$ cat src/fpfa_pkg.sv
// Package for the fixed partition fit allocator.
// Holds widths, policy and status codes, register indexes, reset capacities
// and the controller-to-datapath command struct. No dependencies.
package fpfa_pkg;

  localparam int NUM_PARTS = 5;
  localparam int PART_W    = 3;
  localparam int SIZE_W    = 8;
  localparam int OWNER_W   = 8;
  localparam int CFG_IDX_W = 3;
  localparam int CFG_DAT_W = 8;

  // Fit policy codes
  typedef enum logic [1:0] {
    POL_FIRST = 2'd0,
    POL_BEST  = 2'd1,
    POL_WORST = 2'd2,
    POL_NEXT  = 2'd3
  } fit_policy_t;

  // Result status codes
  typedef enum logic [1:0] {
    ST_ALLOC    = 2'd0,
    ST_NOFIT    = 2'd1,
    ST_RELEASED = 2'd2,
    ST_EMPTY    = 2'd3
  } status_t;

  // Opcodes
  localparam logic OP_ALLOC   = 1'b0;
  localparam logic OP_RELEASE = 1'b1;

  // Register indexes
  localparam logic [CFG_IDX_W-1:0] CFG_POLICY = 3'd0;
  localparam logic [CFG_IDX_W-1:0] CFG_SIZE0  = 3'd1;
  localparam logic [CFG_IDX_W-1:0] CFG_SIZE4  = 3'd5;

  // Capacities after reset
  typedef logic [SIZE_W-1:0] size_arr_t [NUM_PARTS];
  localparam size_arr_t SIZE_RESET = '{8'd8, 8'd4, 8'd2, 8'd1, 8'd1};

  // Commands from controller to datapath
  typedef struct packed {
    logic load;    // capture the incoming beat
    logic commit;  // decide, update state, register result
  } dp_cmd_t;

endpackage

$ cat src/fpfa_ctrl.sv
// Controller for the fixed partition fit allocator.
// Two-state sequencer: capture a beat, then evaluate it. Uses fpfa_pkg.
module fpfa_ctrl import fpfa_pkg::*; (
  input  logic    clk,
  input  logic    rst_n,
  input  logic    start,
  output logic    busy,
  output dp_cmd_t cmd
);

  typedef enum logic {
    S_IDLE,
    S_EVAL
  } state_t;

  state_t state_r, state_nxt;
  logic   busy_r, busy_nxt;

  // Next state: evaluate each accepted beat in S_EVAL, then return to S_IDLE
  always_comb begin
    state_nxt = state_r;
    unique case (state_r)
      S_IDLE: if (start) state_nxt = S_EVAL;
      S_EVAL: state_nxt = S_IDLE;
      default: state_nxt = S_IDLE;
    endcase
    busy_nxt = (state_nxt == S_EVAL);
  end

  // Hold state and registered busy
  always_ff @(posedge clk) begin
    if (!rst_n) begin
      state_r <= S_IDLE;
      busy_r  <= 1'b0;
    end else begin
      state_r <= state_nxt;
      busy_r  <= busy_nxt;
    end
  end

  assign busy       = busy_r;
  assign cmd.load   = start && !busy_r;
  assign cmd.commit = busy_r;

  a_eval_one_cycle: assert property (@(posedge clk) disable iff (!rst_n)
    busy_r |=> !busy_r) else $error("evaluate lasted more than one cycle");

  a_accept_goes_busy: assert property (@(posedge clk) disable iff (!rst_n)
    (start && !busy_r) |=> busy_r) else $error("accepted beat not evaluated");

  a_busy_tracks_state: assert property (@(posedge clk) disable iff (!rst_n)
    busy_r == (state_r == S_EVAL)) else $error("busy out of step with state");

endmodule

$ cat src/fpfa_dp.sv
// Datapath for the fixed partition fit allocator.
// Config registers, occupancy, owner table, fit search and result register.
// Uses fpfa_pkg; driven by fpfa_ctrl commands.
module fpfa_dp import fpfa_pkg::*; (
  input  logic                 clk,
  input  logic                 rst_n,
  input  dp_cmd_t              cmd_i,
  input  logic                 cfg_we,
  input  logic [CFG_IDX_W-1:0] cfg_index,
  input  logic [CFG_DAT_W-1:0] cfg_wdata,
  input  logic                 in_opcode,
  input  logic [SIZE_W-1:0]    in_request_size,
  input  logic [OWNER_W-1:0]   in_owner_id,
  input  logic [PART_W-1:0]    in_target_partition,
  output logic                 out_strobe,
  output logic [1:0]           out_status,
  output logic [PART_W-1:0]    out_chosen_partition,
  output logic [OWNER_W-1:0]   out_result_owner
);

  // Configuration
  fit_policy_t           policy_r;
  logic [SIZE_W-1:0]     size_r [NUM_PARTS];
  logic [CFG_IDX_W-1:0]  size_sel;

  // Allocation state
  logic [NUM_PARTS-1:0]  occupied_r, occupied_nxt;
  logic [OWNER_W-1:0]    owner_r [NUM_PARTS];
  logic [PART_W-1:0]     nfs_r, nfs_nxt;

  // Captured beat
  logic                  op_r;
  logic [SIZE_W-1:0]     need_r;
  logic [OWNER_W-1:0]    owner_in_r;
  logic [PART_W-1:0]     target_r;

  // Result register
  logic                  strobe_r;
  status_t               status_r, status_nxt;
  logic [PART_W-1:0]     chosen_r, chosen_nxt;
  logic [OWNER_W-1:0]    res_owner_r, res_owner_nxt;

  // Search
  logic [NUM_PARTS-1:0]  fit_vec;
  logic [SIZE_W-1:0]     left [NUM_PARTS];
  logic                  found;
  logic [PART_W-1:0]     pick;
  logic                  wr_owner;

  assign size_sel = cfg_index - CFG_SIZE0;

  // Write configuration registers
  always_ff @(posedge clk) begin
    if (!rst_n) begin
      policy_r <= POL_FIRST;
      for (int i = 0; i < NUM_PARTS; i++) size_r[i] <= SIZE_RESET[i];
    end else if (cfg_we) begin
      if (cfg_index == CFG_POLICY) begin
        policy_r <= fit_policy_t'(cfg_wdata[1:0]);
      end else if (cfg_index >= CFG_SIZE0 && cfg_index <= CFG_SIZE4) begin
        size_r[size_sel] <= cfg_wdata[SIZE_W-1:0];
      end
    end
  end

  // Capture the accepted beat
  always_ff @(posedge clk) begin
    if (cmd_i.load) begin
      op_r       <= in_opcode;
      need_r     <= in_request_size;
      owner_in_r <= in_owner_id;
      target_r   <= in_target_partition;
    end
  end

  // Per-partition fit and leftover
  always_comb begin
    for (int i = 0; i < NUM_PARTS; i++) begin
      fit_vec[i] = !occupied_r[i] && (need_r <= size_r[i]);
      left[i]    = size_r[i] - need_r;
    end
  end

  // Select a partition under the active policy
  always_comb begin
    logic [SIZE_W-1:0] best_left;
    logic [PART_W-1:0] start_idx;
    logic [PART_W:0]   rot;
    logic [PART_W-1:0] idx;
    found     = 1'b0;
    pick      = '0;
    best_left = '0;
    start_idx = (nfs_r < PART_W'(NUM_PARTS)) ? nfs_r : '0;
    rot       = '0;
    idx       = '0;
    unique case (policy_r)
      POL_FIRST: begin
        for (int i = NUM_PARTS - 1; i >= 0; i--) begin
          if (fit_vec[i]) begin
            found = 1'b1;
            pick  = PART_W'(i);
          end
        end
      end
      POL_BEST, POL_WORST: begin
        for (int i = 0; i < NUM_PARTS; i++) begin
          if (fit_vec[i] && (!found ||
              ((policy_r == POL_BEST) ? (left[i] <= best_left)
                                      : (left[i] >= best_left)))) begin
            found     = 1'b1;
            pick      = PART_W'(i);
            best_left = left[i];
          end
        end
      end
      POL_NEXT: begin
        for (int k = 0; k < NUM_PARTS; k++) begin
          rot = {1'b0, start_idx} + (PART_W+1)'(k);
          if (rot >= (PART_W+1)'(NUM_PARTS)) rot = rot - (PART_W+1)'(NUM_PARTS);
          idx = rot[PART_W-1:0];
          if (!found && fit_vec[idx]) begin
            found = 1'b1;
            pick  = idx;
          end
        end
      end
      default: found = 1'b0;
    endcase
  end

  // Decide the result and next state
  always_comb begin
    occupied_nxt  = occupied_r;
    nfs_nxt       = nfs_r;
    status_nxt    = ST_NOFIT;
    chosen_nxt    = '0;
    res_owner_nxt = '0;
    wr_owner      = 1'b0;
    if (op_r == OP_ALLOC) begin
      if (found) begin
        occupied_nxt[pick] = 1'b1;
        wr_owner           = 1'b1;
        if (policy_r == POL_NEXT) nfs_nxt = pick;
        status_nxt    = ST_ALLOC;
        chosen_nxt    = pick;
        res_owner_nxt = owner_in_r;
      end
    end else if (target_r < PART_W'(NUM_PARTS)) begin
      chosen_nxt = target_r;
      if (occupied_r[target_r]) begin
        occupied_nxt[target_r] = 1'b0;
        status_nxt    = ST_RELEASED;
        res_owner_nxt = owner_r[target_r];
      end else begin
        status_nxt = ST_EMPTY;
      end
    end else begin
      status_nxt = ST_EMPTY;
    end
  end

  // Advance allocation state and the result strobe
  always_ff @(posedge clk) begin
    if (!rst_n) begin
      occupied_r <= '0;
      nfs_r      <= '0;
      strobe_r   <= 1'b0;
    end else begin
      strobe_r <= cmd_i.commit;
      if (cmd_i.commit) begin
        occupied_r <= occupied_nxt;
        nfs_r      <= nfs_nxt;
      end
    end
  end

  // Owner table and result payload
  always_ff @(posedge clk) begin
    if (cmd_i.commit) begin
      if (wr_owner) owner_r[pick] <= owner_in_r;
      status_r    <= status_nxt;
      chosen_r    <= chosen_nxt;
      res_owner_r <= res_owner_nxt;
    end
  end

  assign out_strobe           = strobe_r;
  assign out_status           = status_r;
  assign out_chosen_partition = chosen_r;
  assign out_result_owner     = res_owner_r;

  a_occ_only_on_commit: assert property (@(posedge clk) disable iff (!rst_n)
    !cmd_i.commit |=> $stable(occupied_r)) else $error("occupancy changed while idle");

  a_strobe_after_commit: assert property (@(posedge clk) disable iff (!rst_n)
    strobe_r |-> $past(cmd_i.commit)) else $error("result beat without evaluate");

  a_grant_is_occupied: assert property (@(posedge clk) disable iff (!rst_n)
    (strobe_r && status_r == ST_ALLOC) |-> occupied_r[chosen_r])
    else $error("granted partition not marked occupied");

endmodule

$ cat src/fixed_partition_fit_allocator_unit.sv
// Top level of the fixed partition fit allocator.
// Joins fpfa_ctrl and fpfa_dp; uses fpfa_pkg.
//
//  channel  | handshake        | payload
//  ---------+------------------+-------------------------------------------------
//  in_      | start, busy      | opcode, request_size, owner_id, target_partition
//  out_     | out_strobe       | status, chosen_partition, result_owner
//  cfg_     | cfg_we           | cfg_index, cfg_wdata
//
// An accepted beat is captured in one cycle and evaluated in the next, so busy
// is high for one cycle and a new beat cannot be taken while busy is high.
// The result strobes in the cycle after evaluation; the receiver cannot stall it.
// Rate is set by the two-state controller ahead of the single fit search unit.
// Reset is synchronous; no clearing pass is needed, the block is ready at once.
module fixed_partition_fit_allocator_unit import fpfa_pkg::*; (
  input  logic                 clk,
  input  logic                 rst_n,
  input  logic                 start,
  output logic                 busy,
  input  logic                 in_opcode,
  input  logic [SIZE_W-1:0]    in_request_size,
  input  logic [OWNER_W-1:0]   in_owner_id,
  input  logic [PART_W-1:0]    in_target_partition,
  output logic                 out_strobe,
  output logic [1:0]           out_status,
  output logic [PART_W-1:0]    out_chosen_partition,
  output logic [OWNER_W-1:0]   out_result_owner,
  input  logic                 cfg_we,
  input  logic [CFG_IDX_W-1:0] cfg_index,
  input  logic [CFG_DAT_W-1:0] cfg_wdata
);

  dp_cmd_t cmd;

  fpfa_ctrl u_ctrl (
    .clk   (clk),
    .rst_n (rst_n),
    .start (start),
    .busy  (busy),
    .cmd   (cmd)
  );

  fpfa_dp u_dp (
    .clk                  (clk),
    .rst_n                (rst_n),
    .cmd_i                (cmd),
    .cfg_we               (cfg_we),
    .cfg_index            (cfg_index),
    .cfg_wdata            (cfg_wdata),
    .in_opcode            (in_opcode),
    .in_request_size      (in_request_size),
    .in_owner_id          (in_owner_id),
    .in_target_partition  (in_target_partition),
    .out_strobe           (out_strobe),
    .out_status           (out_status),
    .out_chosen_partition (out_chosen_partition),
    .out_result_owner     (out_result_owner)
  );

endmodule
$ cat config.mk
export PLATFORM = sky130hd
export DESIGN_NAME = fixed_partition_fit_allocator_unit
export DESIGN_NICKNAME = d
export VERILOG_FILES = /design/src/fpfa_pkg.sv /design/src/fpfa_ctrl.sv /design/src/fpfa_dp.sv /design/src/fixed_partition_fit_allocator_unit.sv
export SDC_FILE = /design/constraint.sdc
export NUM_CORES = 1
export LEC_CHECK = 0
export BUFFER_PORTS_ARGS = -buffer_cell sky130_fd_sc_hd__buf_2
export CAP_MARGIN = 20
export CORE_ASPECT_RATIO = 1.2
export CORE_MARGIN = 2
export CORE_UTILIZATION = 49
export CTS_CLUSTER_DIAMETER = 60
export DETAILED_ROUTE_END_ITERATION = 8
export PLACE_DENSITY = 0.75
export SYNTH_ARGS = -nofsm -noshare
export SYNTH_HDL_FRONTEND = slang
export SYNTH_SLANG_ARGS = --single-unit
$ cat constraint.sdc
create_clock -name clk -period 23.4 [get_ports clk]
set_input_delay 0 -clock clk [delete_from_list [all_inputs] [get_ports clk]]
set_output_delay 0 -clock clk [all_outputs]
set_load 0.005 [all_outputs]
## Yosys cells after proc, flatten, opt, wreduce, memory -nomap -nowiden

Memories as Yosys holds them, arrays and structs flattened. A register that Yosys moved wholly into a read port is not among the register bits.
Index checks and enable logic that the tools add are counted.

| word-level totals | value |
|---|---|
| bits of input ports | 35 |
| RAM bits | 80 |
| output and inout port bits | 15 |
| memories kept | 2 |
| register bits | 45 |

Memories:

| memory | depth | bits a word | rd ports | clocked after memory_dff | write ports | RTL line | text |
|---|---|---|---|---|---|---|---|
| u_dp.owner_r | 5 | 8 | 1 | 1 | 1 | fpfa_dp.sv:28 | `logic [OWNER_W-1:0] owner_r [NUM_PARTS];` |
| u_dp.size_r | 5 | 8 | 5 | 0 | 5 | fpfa_dp.sv:23 | `logic [SIZE_W-1:0] size_r [NUM_PARTS];` |

| operators by class | value |
|---|---|
| mux-type cells | 110 |
| add/sub/neg operators | 15 |
| eq/ne operators | 5 |
| reductions and logical operators | 43 |
| $lt $le $gt $ge | 31 |
| bitwise logic cells | 5 |

Operator list:

| cell | number |
|---|---|
| $mux 8 | 13 |
| $mux 3 | 27 |
| $le 8x8->1 | 9 |
| $mux 1 | 52 |
| $sub 8x8->8 | 5 |
| $ge 8x8->1 | 4 |
| $lt 3x4->1 const B | 7 |
| $mux 5 | 4 |
| $bmux 1 s3 | 6 |
| $logic_and 1x1->1 | 17 |
| $ge 4x3->1 const B | 4 |
| $sub 3x3->3 const B | 5 |
| $logic_not 1->1 | 14 |
| $ge 3x1->1 const B | 3 |
| $pmux 3 s3 | 1 |
| $add 3x2->4 const B | 2 |
| $reduce_and 4->1 | 2 |
| $reduce_or 8->1 | 1 |
| $demux 1 s3 | 2 |
| $lt 3x3->1 const B | 2 |
| $mux 2 | 3 |
| $and 5x5->5 | 1 |
| $not 5->5 | 1 |
| $or 5x5->5 | 1 |
| 17 further kinds | 23 |

## Depth between registers and ports, before layout

Gate-level depths: netlist of run 1.
An unclocked memory read counts as a cell.

| logic depth | value |
|---|---|
| depth in word-level cells | 36 |
| mapped depth | 50 |
| depth with buffers taken out | 48 |

## Cells and area by module

A second synthesis of run 1 with hierarchy kept.

| second synthesis, totals | value |
|---|---|
| cell total of the unflattened synthesis | 834 |
| area, all modules | 8755.9 um2 |

Modules (own cells, without submodules):

| module | instances | cells an instance | sequential area each (um2) | area each (um2) |
|---|---|---|---|---|
| fpfa_dp | 1 | 830 | 3673.5 | 8713.4 |
| fpfa_ctrl | 1 | 4 | 20.0 | 42.5 |

## Worst setup path before layout of run 1

No wires, ideal clock.

| timing | value |
|---|---|
| kind | register to register |
| start | register u_dp.need_r[1] |
| end | memory u_dp.owner_r[1][0], enable pin |
| setup slack | 13.200 ns |
| path buffers | 1 |
| stages on the path, launching flop included | 46 |
| arrival time | 9.815 ns |
| data required time | 23.015 ns |
| path through | edfxtp_1 -> inv_1 -> ha_1 -> nor2b_1 -> o21ai_0 -> a21oi_1 -> o21ai_0 -> a21boi_0 -> or3_1 -> ha_1 -> a21o_1 -> a21o_1 -> a211oi_1 -> xor2_1 -> a21oi_2 -> mux2i_1 -> inv_1 -> ha_1 -> (+10 left out) -> nor2_1 -> a211oi_1 -> nand3_1 -> a31oi_1 -> clkinv_1 -> nand2_1 -> o221ai_1 -> ha_1 -> a21oi_1 -> nand2_1 -> o21ai_0 -> xor2_1 -> a31oi_1 -> nor2_1 -> o21ai_0 -> o311ai_2 -> nand3_1 -> nor3b_1 |

| on the way | value |
|---|---|
| cells in the longest elaborated chain, start to end | 33 |

RTL lines:

| what | RTL line | text |
|---|---|---|
| start: declaration | fpfa_dp.sv:33 | `logic [SIZE_W-1:0] need_r;` |
| start signal: assignment | fpfa_dp.sv:70 | `need_r <= in_request_size;` |
| $le 8x8->1 | fpfa_dp.sv:79 | `fit_vec[i] = !occupied_r[i] && (need_r <= size_r[i]);` |
| $logic_and 1x1->1 | fpfa_dp.sv:79 |  |
| $mux 8 | fpfa_dp.sv:107 | `if (fit_vec[i] && (!found \|\|` |
| $mux 8 | fpfa_dp.sv:96 | `unique case (policy_r)` |
| $ge 8x8->1 or $le 8x8->1 (tied branches) | fpfa_dp.sv:109, fpfa_dp.sv:108 |  |
| $mux 1 | fpfa_dp.sv:108 | `((policy_r == POL_BEST) ? (left[i] <= best_left)` |
| $logic_or 1x1->1 | fpfa_dp.sv:107 |  |
| $logic_and 1x1->1 | fpfa_dp.sv:107 |  |
| (+17 left out) | -- |  |
| $logic_and 1x1->1 | fpfa_dp.sv:107 |  |
| $mux 1 | fpfa_dp.sv:107 |  |
| $pmux 1 s3 | fpfa_dp.sv:96 |  |
| $mux 1 | fpfa_dp.sv:140 | `if (found) begin` |
| $mux 1 | fpfa_dp.sv:139 | `if (op_r == OP_ALLOC) begin` |
| $mux 1 | fpfa_dp.sv:180 | `if (wr_owner) owner_r[pick] <= owner_in_r;` |
| $mux 1 | fpfa_dp.sv:179 | `if (cmd_i.commit) begin` |
| $mux 1 (implied by the code) | fpfa_dp.sv:180 |  |
| end: declaration | fpfa_dp.sv:28 |  |

Several ways; a longest one is shown, not always the timed one. The select of a mux whose other input is x is not followed.

## Worst setup path in the final report of run 1

| timing | value |
|---|---|
| start | register u_dp.need_r[1] |
| end | memory u_dp.owner_r[3][1], enable pin |

The elaborated chain is that of the path after synthesis.

==> results of run 1 <==
## timing repair
item / CTS / global route
endpoints found under the setup margin: 0 / 0
endpoints found under the hold margin: 60 / 0
hold buffers: 29 / 0
## routing by layer
layer / vias up / GRT usage, % / wire, µm / share of wire, %
li1: 3320 / - / - / -
met1: 3300 / 29.9 / 9400 / 42
met2: 211 / 41.2 / 11200 / 50
met3: 52 / 2.68 / 901 / 4.0
met4: 0 / 11.4 / 863 / 3.9
met5: - / 0 / 0 / 0
## cells in the final DEF (no fill, tap or decap), types with 9 or more instances in the layout
cell type | Yosys | final
o22ai_1 | 9 | 9
nor2b_1 | 12 | 11
ha_1 | 86 | 86
inv_1 | 58 | 58
dlygate4sd3_1 | 0 | 29
nand4_1 | 10 | 10
o21ai_0 | 40 | 40
xnor2_1 | 22 | 22
a21o_1 | 15 | 15
mux2i_1 | 21 | 21
buf_2 | 5 | 50
mux4_2 | 9 | 9
a21oi_1 | 56 | 56
nand2_1 | 48 | 48
and2_1 | 40 | 40
nand2b_1 | 20 | 20
xor2_1 | 9 | 9
nand3_1 | 16 | 16
nor3_1 | 16 | 16
dfxtp_1 | 15 | 15
clkbuf_16 | 0 | 17
edfxtp_1 | 113 | 113
nor2_1 | 60 | 60
## power breakdown
group / leakage (µW) / total (µW) / internal [µW] / switching [µW]
clock network: 0.000291 / 263 / 152 / 111
registers: 0.00118 / 268 / 260 / 8.59
logic: 0.00263 / 230 / 96.4 / 134
total: 0.00410 / 762 / 508 / 254
## how the worst min path moves through the flow
stage                                   from                              end
after global placement    in_request_size[6]         u_dp.need_r[6]$_DFFE_PP_
after floorplan           in_request_size[0]         u_dp.need_r[0]$_DFFE_PP_
after detailed placement      in_owner_id[6]     u_dp.owner_in_r[6]$_DFFE_PP_
after CTS                       cfg_index[0]  u_dp.size_r[0][3]$_SDFFCE_PN1P_
after global routing            cfg_index[0]  u_dp.size_r[0][3]$_SDFFCE_PN1P_
final                           cfg_index[0]  u_dp.size_r[0][3]$_SDFFCE_PN1P_
## tightest hold or removal path: cells and delay by family
family / cells / cell delay, ns
buffers and inverters: 1 / 0.13
AND/OR/NAND/NOR: 2 / 0.22
## area by class of cell
| type | count | area (µm²) | area share [%] |
|---|---|---|---|
| multi-input cells | 633 | 4810 | 47.2 |
| flip-flops and latches | 128 | 3690 | 36.2 |
| repair buffers | 85 | 606 | 5.93 |
| clock buffers | 17 | 425 | 4.17 |
| well taps | 220 | 275 | 2.70 |
| inverters | 61 | 229 | 2.24 |
| clock inverters | 15 | 163 | 1.59 |
## logic make-up after synthesis
kind of cell / synth area share, %
XOR/XNOR: 3.07
buffers and inverters: 3.85
multiplexers: 5.43
AO/OA/AOI/OAI: 16.5
AND/OR/NAND/NOR: 16.1
adder cells (fa/ha/maj): 13.3
flip-flops: 41.8
## registers in the layout (all words and copies together), names as in the netlist, 5 cells and up, named ones only
| signal | count |
|---|---|
| u_dp.size_r | 40 |
| u_dp.out_result_owner | 8 |
| u_dp.owner_r | 40 |
| u_dp.owner_in_r | 8 |
| u_dp.need_r | 8 |
| u_dp.occupied_r | 5 |
## stage by stage
stage / power, µW / hold slack, ns / cells
floorplan: 439 / 0.0989 / 842
global placement: 488 / 0.176 / 1095
detailed placement: 493 / 0.178 / 1096
CTS: 758 / 0.0431 / 1157
global route: 800 / 0.0920 / 1159
finish: 762 / 0.0524 / 1159
==> run metrics, run 1 <==
outcome=finished clean; Site Rows=53; Post-CTS Setup Inserts=0; IO Port Bufs=49; worst hold stages=3; Distinct cells, synth=80; maximum fanout along the worst path=16; Post-CTS Resized=0; Finished Core Util=roughly three fifths; Clock transition at path regs=~0.06 ns; wire length per cell=just under 20 µm; most area-consuming cells after synthesis=edfxtp_1, ha_1, dfxtp_1; CTS tree=done; Final ANT Viol Nets=0; CTS buffer count=17; crit path capture type=flip-flop; via count=6883; Seq cells post-synth=between 100 and 150; worst r2r src=u_dp.need_r[1]$_DFFE_PP_; CORE AREA=between 15000 and 20000 µm²; Worst Skew=roughly 0.012 ns; dpl cell area=9320 µm²; setup total negative slack=0 ns; # nets final=1052; antenna violations before repair=0; syn_nets=about 970; Setup crit end=u_dp.owner_r[3][1]$_DFFE_PP_; Final min period=approximately 12 ns; Final Cycle Share=50.0%; Avg Cell Area, Syn=around 11 µm²; Placement Setup Slack=~12 ns; drt total wl=about 22000 µm; GP Congestion=between 0.8 and 0.9; Initial DRC Count=around 530; Area Growth Syn to Fin=15.4%; Die W=127 µm; starting density of the core=approximately half; Final WS setup=roughly 12 ns; yosys warns=0; fraction of registers with async set/reset=0%; Total GRT Usage=around a quarter; via/cell ratio=between 5 and 6; Clock Latency Late Sink=about 0.42 ns; diode count=0; Stages on worst setup path=between 40 and 50; first-pass GRT wire length=approximately 35000 µm; crit path DAT=11.74 ns; clk buf depth=2; final setup violating endpoints=0; cell area after synthesis=8850 µm²; critical path required time=approximately 23 ns; ys flop type=edfxtp_1; largest net degree at the start of global routing=22; critical path's largest stage delay=0.73 ns; f_max=between 80 and 90 MHz; Hold Violations, Final=0; share of cells above drive strength 1=between 10 and 15%; Slew @ Worst Pin=between 0.9 and 1 ns; Root Driver=clkbuf_16; pwr dens=around 75 nW/µm²; number of flops mapped to enable cells by yosys=around 110; worst hold-check path type=in2reg; peak supply drop=0.0850 mV; die height=~150 µm; IO Count=50; number of iterations in the first detailed-routing pass=6; Buf/Inv on CP=4; Slowest-stage cell, CP=nor2b_1; Critical R2R Capture=u_dp.owner_r[3][1]$_DFFE_PP_; DRC Markers=0; H-tree levels=4; area leader, netlist=edfxtp_1; static leakage power=around 0.004 µW; Die Area=between 15000 and 20000 µm²; dpl hpwl=approximately 16000 µm; RSZ-0062 raised after global routing=no; clock sinks=between 100 and 150; most common cell in the netlist=edfxtp_1; Slew Limit Fails=0; Design Area, Final=between 10000 and 15000 µm²; most frequent cells after synthesis=edfxtp_1, ha_1, nor2_1, inv_1, a21oi_1; worst r2r path cells=48; number of global-route vias before repair=just under 7000; Critical Path Start=u_dp.need_r[1]$_DFFE_PP_; gr ovfl total=0; CP delay by family, top=compound AO/OA/AOI/OAI gates; relative slew slack=around a third; Yosys top cell area share=a little under two fifths; startpoint class of the critical path=flip-flop; worst setup path category=reg2reg; cells after synthesis=about 840; sequential area share after synthesis=41.8%; layout filler cell count=approximately 1400; Max Cap Viol=0; r2r setup slk=approximately 12 ns
(Power assumes the default switching activity.)
==> inputs of run 2 (changes only) <==
==> constraint.sdc (replaced) <==
create_clock -name clk -period 10.94 [get_ports clk]
set_input_delay 0 -clock clk [delete_from_list [all_inputs] [get_ports clk]]
set_output_delay 0 -clock clk [all_outputs]
set_load 0.005 [all_outputs]
==> run 2 against run 1 <==
Against the previous run: hold slack better by 0.0029 ns; critical path depth is 2 higher; count of clock-buffer cells in the layout stayed put; wire length is 2.1% higher; die area stayed put; via count is 1.7% higher; cell count is 1.0% higher; core utilization is 0.64 points higher; power is 120% higher.
==> run metrics, run 2 (synthesis results as in run 1) <==
outcome=finished clean; crit path DAT=10.25 ns (-1.49 ns); diode count=0 (unchanged); pwr dens=160 nW/µm² (+110%); number of global-route vias before repair=6906 (+2.0%); Hold Violations, Final=0 (unchanged); Max Cap Viol=0 (unchanged); Worst Skew=0.00610 ns (-0.00613 ns); Sequential Power Share=34.8% (-0.4 points); Comb pwr share=31.0% (+0.8 points); Area Growth Syn to Fin=16.6%; die height=151 µm (unchanged); Die W=127 µm (unchanged); final cell count without fillers=1171 (+1.0%); final setup violating endpoints=0 (unchanged); Clock power frac=34.2% (-0.4 points); peak supply drop=0.135 mV (+58%); maximum fanout along the worst path=10 (-6); Slew Limit Fails=0 (unchanged); share of cells above drive strength 1=15.4% (+1.5 points); Largest regs=u_dp.owner_r x40, u_dp.size_r x40; worst hold margin=0.0553 ns (+0.00288 ns); Stages on worst setup path=50 (+4.2%); Setup crit end=u_dp.owner_r[0][6]$_DFFE_PP_; static leakage power=0.00415 µW (+1.1%); wire length per cell=19.5 µm (+1.1%); antenna violations before repair=0 (unchanged); Final ANT Viol Nets=0 (unchanged); layout filler cell count=1353 (-0.88%); Pint=1100 µW (+120%); number of iterations in the first detailed-routing pass=5 (-1); critical path required time=11.06 ns (-12.38 ns); # nets final=1064 (+1.1%); total power=1650 µW (+120%); most frequent cells in the layout=edfxtp_1, ha_1, nor2_1; clock sinks=128 (unchanged); IO Port Bufs=49 (unchanged); Crit path top cell by count=a21oi_1; Final Cycle Share=92.7% (+43 points); largest net degree at the start of global routing=22 (unchanged); f_max=98.7 MHz (+15%); worst hold-check path type=in2reg; Site Rows=53 (unchanged); worst setup path category=reg2reg; Die Area=19100 µm² (unchanged); first-pass GRT wire length=35600 µm (+0.88%); dpl hpwl=15700 µm (-1.8%); Slew @ Worst Pin=1.06 ns (+0.0723 ns); startpoint class of the critical path=flip-flop; r2r setup slk=0.80 ns (-10.89 ns); most common cell after layout, fill and taps aside=edfxtp_1; setup total negative slack=0 ns (unchanged); Buf/Inv on CP=7 (+3); Initial DRC Count=509 (-4.3%); Critical R2R Capture=u_dp.owner_r[0][6]$_DFFE_PP_; Critical Path Start=u_dp.need_r[1]$_DFFE_PP_; sw frac=33.3% (+0.046 points); Root Driver=clkbuf_16; CP delay by family, top=compound AO/OA/AOI/OAI gates; Clock Latency Late Sink=0.41 ns (about the same); IO Count=50 (unchanged); CTS tree=done; via count=7003 (+1.7%); Total GRT Usage=23.9% (+0.12 points); crit path capture type=flip-flop; worst r2r path cells=50 (+4.2%); CORE AREA=17600 µm² (unchanged); relative slew slack=28.8% (-5.3 points); gr ovfl total=0 (unchanged); Final min period=10.14 ns (-1.57 ns); clk buf depth=2 (unchanged); critical path's largest stage delay=0.50 ns (-0.23 ns); Switch Pwr=549 µW (+120%); DRC Markers=0 (unchanged); CTS buffer count=17 (unchanged); starting density of the core=50.3% (unchanged); via/cell ratio=5.98 (+0.70%); GP Congestion=0.915 (+1.7%); Clock transition at path regs=0.06 ns (about the same); H-tree levels=4 (unchanged); drt total wl=22800 µm (+2.1%); Slowest-stage cell, CP=o311ai_2; worst r2r src=u_dp.need_r[1]$_DFFE_PP_; Placed Cells=1101 (+0.46%)
## run 2: power by group through the flow
stage / registers (µW) / logic [µW] / clock network, µW
detailed placement: 583 / 473 / 0
global route: 576 / 569 / 586
floorplan: 574 / 365 / 0
CTS: 574 / 486 / 566
global placement: 582 / 465 / 0
finish: 574 / 510 / 563
## run 2: layout make-up
cell class	instances	area (µm²)	area share (%)
multi-input combinational	634	4840	47.0
sequential	128	3690	35.8
timing repair buffer	96	683	6.62
clock buffer	17	425	4.12
tap	220	275	2.67
inverter	61	233	2.26
clock inverter	15	164	1.59
## run 2: how the worst min path moves through the flow
stage                        from                         endpoint  slack (ns)  cells past startpoint
2_1_floorplan  in_request_size[0]         u_dp.need_r[0]$_DFFE_PP_         0.1                      0
3_3_place_gp       in_owner_id[2]     u_dp.owner_in_r[2]$_DFFE_PP_        0.18                      1
3_5_place_dp   in_request_size[6]         u_dp.need_r[6]$_DFFE_PP_        0.18                      1
4_1_cts              cfg_index[0]  u_dp.size_r[0][3]$_SDFFCE_PN1P_        0.05                      3
5_1_grt              cfg_index[0]  u_dp.size_r[0][3]$_SDFFCE_PN1P_        0.08                      3
6_report             cfg_index[0]  u_dp.size_r[0][3]$_SDFFCE_PN1P_        0.06                      3
## run 2: layer usage
metal | track usage [%] | wire, µm | vias to the layer above
li1 | - | - | 3340
met1 | 29.2 | 9480 | 3328
met2 | 42.1 | 11300 | 270
met3 | 3.67 | 1200 | 65
met4 | 10.3 | 838 | 0
met5 | 0 | 0 | -
## run 2: per-stage QoR
step,area (µm²),util [%],worst slack [ns]
final,10300,58.7,0.804
after global placement,9330,53.1,0.710
after CTS,10200,58.1,0.345
after detailed placement,9330,53.1,0.393
after global routing,10300,58.7,-0.0728
after floorplan,8850,-,0.740
## run 2: tightest hold or removal path: stages
cell and delay (ns):
buf_2 0.14, nand2_1 0.11, or3_1 0.11
## run 2: repair_timing
item | 4_1_cts | 5_1_grt
buffers inserted | 0 | 8
endpoints found under the hold margin | 58 | 0
hold buffers | 29 | 0
resized for setup | 0 | 6
endpoints found under the setup margin | 0 | 51
==> inputs of run 3 (changes only) <==
--- a/config.mk
+++ b/config.mk
@@ -8,7 +8,7 @@
 export BUFFER_PORTS_ARGS = -buffer_cell sky130_fd_sc_hd__buf_2
 export CAP_MARGIN = 20
 export CORE_ASPECT_RATIO = 1.2
-export CORE_MARGIN = 2
+export CORE_MARGIN = 10
 export CORE_UTILIZATION = 49
 export CTS_CLUSTER_DIAMETER = 60
 export DETAILED_ROUTE_END_ITERATION = 8
==> run 3 against run 2 <==
Against the previous run: clock skew is 0.0070 ns higher; non-clock buffer count is 3 lower; sequential power hardly changed; first-iteration DRC count is 18% higher; via count hardly changed; combinational power is 1% lower; critical path depth stayed put; fmax is 1.3% lower; cell count is 0.34% lower; sequential share of layout area is 0.17 points higher; sequential cell count stayed put.
==> run metrics, run 3 (synthesis results as in run 1) <==
worst r2r src=u_dp.need_r[1]$_DFFE_PP_; drt total wl=22900 µm (+0.54%); H-tree levels=4 (unchanged); total power=1640 µW (-0.20%); die height=167 µm (+11%); critical path's largest stage delay=0.48 ns (-0.02 ns); Clock power frac=34.3% (about the same); setup total negative slack=0 ns (unchanged); first-pass GRT wire length=36600 µm (+2.8%); pwr dens=160 nW/µm² (+0.28%); Area Growth Syn to Fin=16.1%; starting density of the core=50.1% (-0.19 points); clock sinks=128 (unchanged); Placement Setup Slack=0.521 ns (+0.128 ns); Die Area=23800 µm² (+25%); # nets final=1060 (-0.38%); GP Congestion=0.916 (+0.15%); startpoint class of the critical path=flip-flop; Comb pwr share=30.7% (-0.3 points); diode count=0 (unchanged); Site Rows=53 (unchanged); Clock transition at path regs=0.06 ns (about the same); Total GRT Usage=19.1% (-4.9 points); number of iterations in the first detailed-routing pass=5 (unchanged); f_max=97.3 MHz (-1.3%); antenna violations before repair=0 (unchanged); share of cells above drive strength 1=14.7% (-0.67 points); Slew @ Worst Pin=1.01 ns (-0.0486 ns); CTS tree=done; via/cell ratio=5.99 (+0.24%); Hold Violations, Final=0 (unchanged); outcome=finished clean; dpl cell area=9330 µm² (unchanged); most frequent cells in the layout=edfxtp_1, ha_1, nor2_1; IO Port Bufs=49 (unchanged); crit path capture type=flip-flop; worst hold-check path type=in2reg; Largest regs=u_dp.owner_r x40, u_dp.size_r x40; CTS buffer count=17 (unchanged); Sequential Power Share=35.0% (+0.2 points); via count=6996 (-0.10%); Slowest-stage cell, CP=o311ai_2; Final min period=10.27 ns (+0.136 ns); IO Count=50 (unchanged); worst hold start=cfg_index[0]; Die W=143 µm (+13%); Clock Latency Late Sink=0.42 ns (about the same); DRC Markers=0 (unchanged); Root Driver=clkbuf_16; peak supply drop=0.146 mV (+8.3%); Switch Pwr=533 µW (-3.0%); static leakage power=0.00413 µW (-0.57%); maximum fanout along the worst path=10 (unchanged); Worst Skew=0.0131 ns (+0.00703 ns); worst setup path category=reg2reg; RSZ-0062 raised after global routing=no; Slew Limit Fails=0 (unchanged); relative slew slack=32.4% (+3.6 points); Max Cap Viol=0 (unchanged); Design Area, Final=10300 µm² (-0.47%); largest net degree at the start of global routing=22 (unchanged); Pint=1110 µW (+1.2%); Final WS setup=0.667 ns (-0.136 ns); CORE AREA=17600 µm² (+0.38%); gr ovfl total=0 (unchanged); Initial DRC Count=599 (+18%); dpl hpwl=16300 µm (+4.0%); wire length per cell=19.6 µm (+0.89%); Final Cycle Share=93.9% (+1.2 points); number of global-route vias before repair=6985 (+1.1%); final setup violating endpoints=0 (unchanged); clk buf depth=2 (unchanged); critical path required time=11.06 ns (about the same); worst hold margin=0.0449 ns (-0.0103 ns); Final ANT Viol Nets=0 (unchanged); crit path DAT=10.39 ns (+0.14 ns); sw frac=32.4% (-0.92 points); Critical Path Start=u_dp.need_r[1]$_DFFE_PP_; most common cell after layout, fill and taps aside=edfxtp_1
## run 3: routing by layer
metal  global-route usage (%)  vias up  routed length (µm)
met5                        0        -                   0
met4                     8.13        0                 727
met3                     2.89       46                 986
met2                     33.7      239               11700
met1                     22.3     3388                9490
li1                         -     3323                   -
## run 3: per-stage QoR
stage | std cells | utilization [%]
6_report | 1167 | 58.2
5_1_grt | 1167 | 58.2
4_1_cts | 1162 | 57.9
3_5_place_dp | 1101 | 52.9
3_3_place_gp | 1101 | 52.9
2_1_floorplan | 842 | -
## run 3: area by class of cell
| class | count | area (µm²) |
|---|---|---|
| Fill cell | 1447 | 7370 |
| Multi-Input combinational cell | 633 | 4830 |
| Sequential cell | 128 | 3690 |
| Timing Repair Buffer | 93 | 658 |
| Clock buffer | 18 | 429 |
| Tap cell | 220 | 275 |
| Inverter | 61 | 233 |
| Clock inverter | 14 | 154 |
## run 3: path summary, 6_finish.rpt
kind / slack [ns] / cells past startpoint / endpoint
worst max-delay path: 0.67 / 50 / u_dp.owner_r[1][3]$_DFFE_PP_
worst min register to register: 0.57 / 0 / u_dp.owner_r[0][0]$_DFFE_PP_
worst min-delay path: 0.04 / 3 / u_dp.size_r[1][2]$_SDFFCE_PN1P_
worst max register to register: 0.67 / 50 / u_dp.owner_r[1][3]$_DFFE_PP_
## run 3: power by group through the flow
stage	Sequential (µW)	Combinational (µW)	Clock, µW
detailed placement	584	472	0
CTS	575	484	564
floorplan	574	365	0
finish	576	505	564
global placement	584	462	0
global route	578	558	587
## run 3: critical path, delay by kind of cell, from the launching register on
family / cells / cell delay, ns
xor gates and xnor gates: 2 / 0.34
adders and majority gates: 5 / 1.52
muxes: 2 / 0.50
DFF: 1 / 0.35
AOI/OAI and AO/OA: 22 / 4.34
and+or+nand+nor: 12 / 1.78
buffers and inverters: 7 / 1.14
## run 3: timing repair
action,in CTS,in global routing
gates resized for setup,0,4
hold buffers,29,0
setup endpoints to repair,0,44
buffers inserted,0,4
hold endpoints to repair,56,0
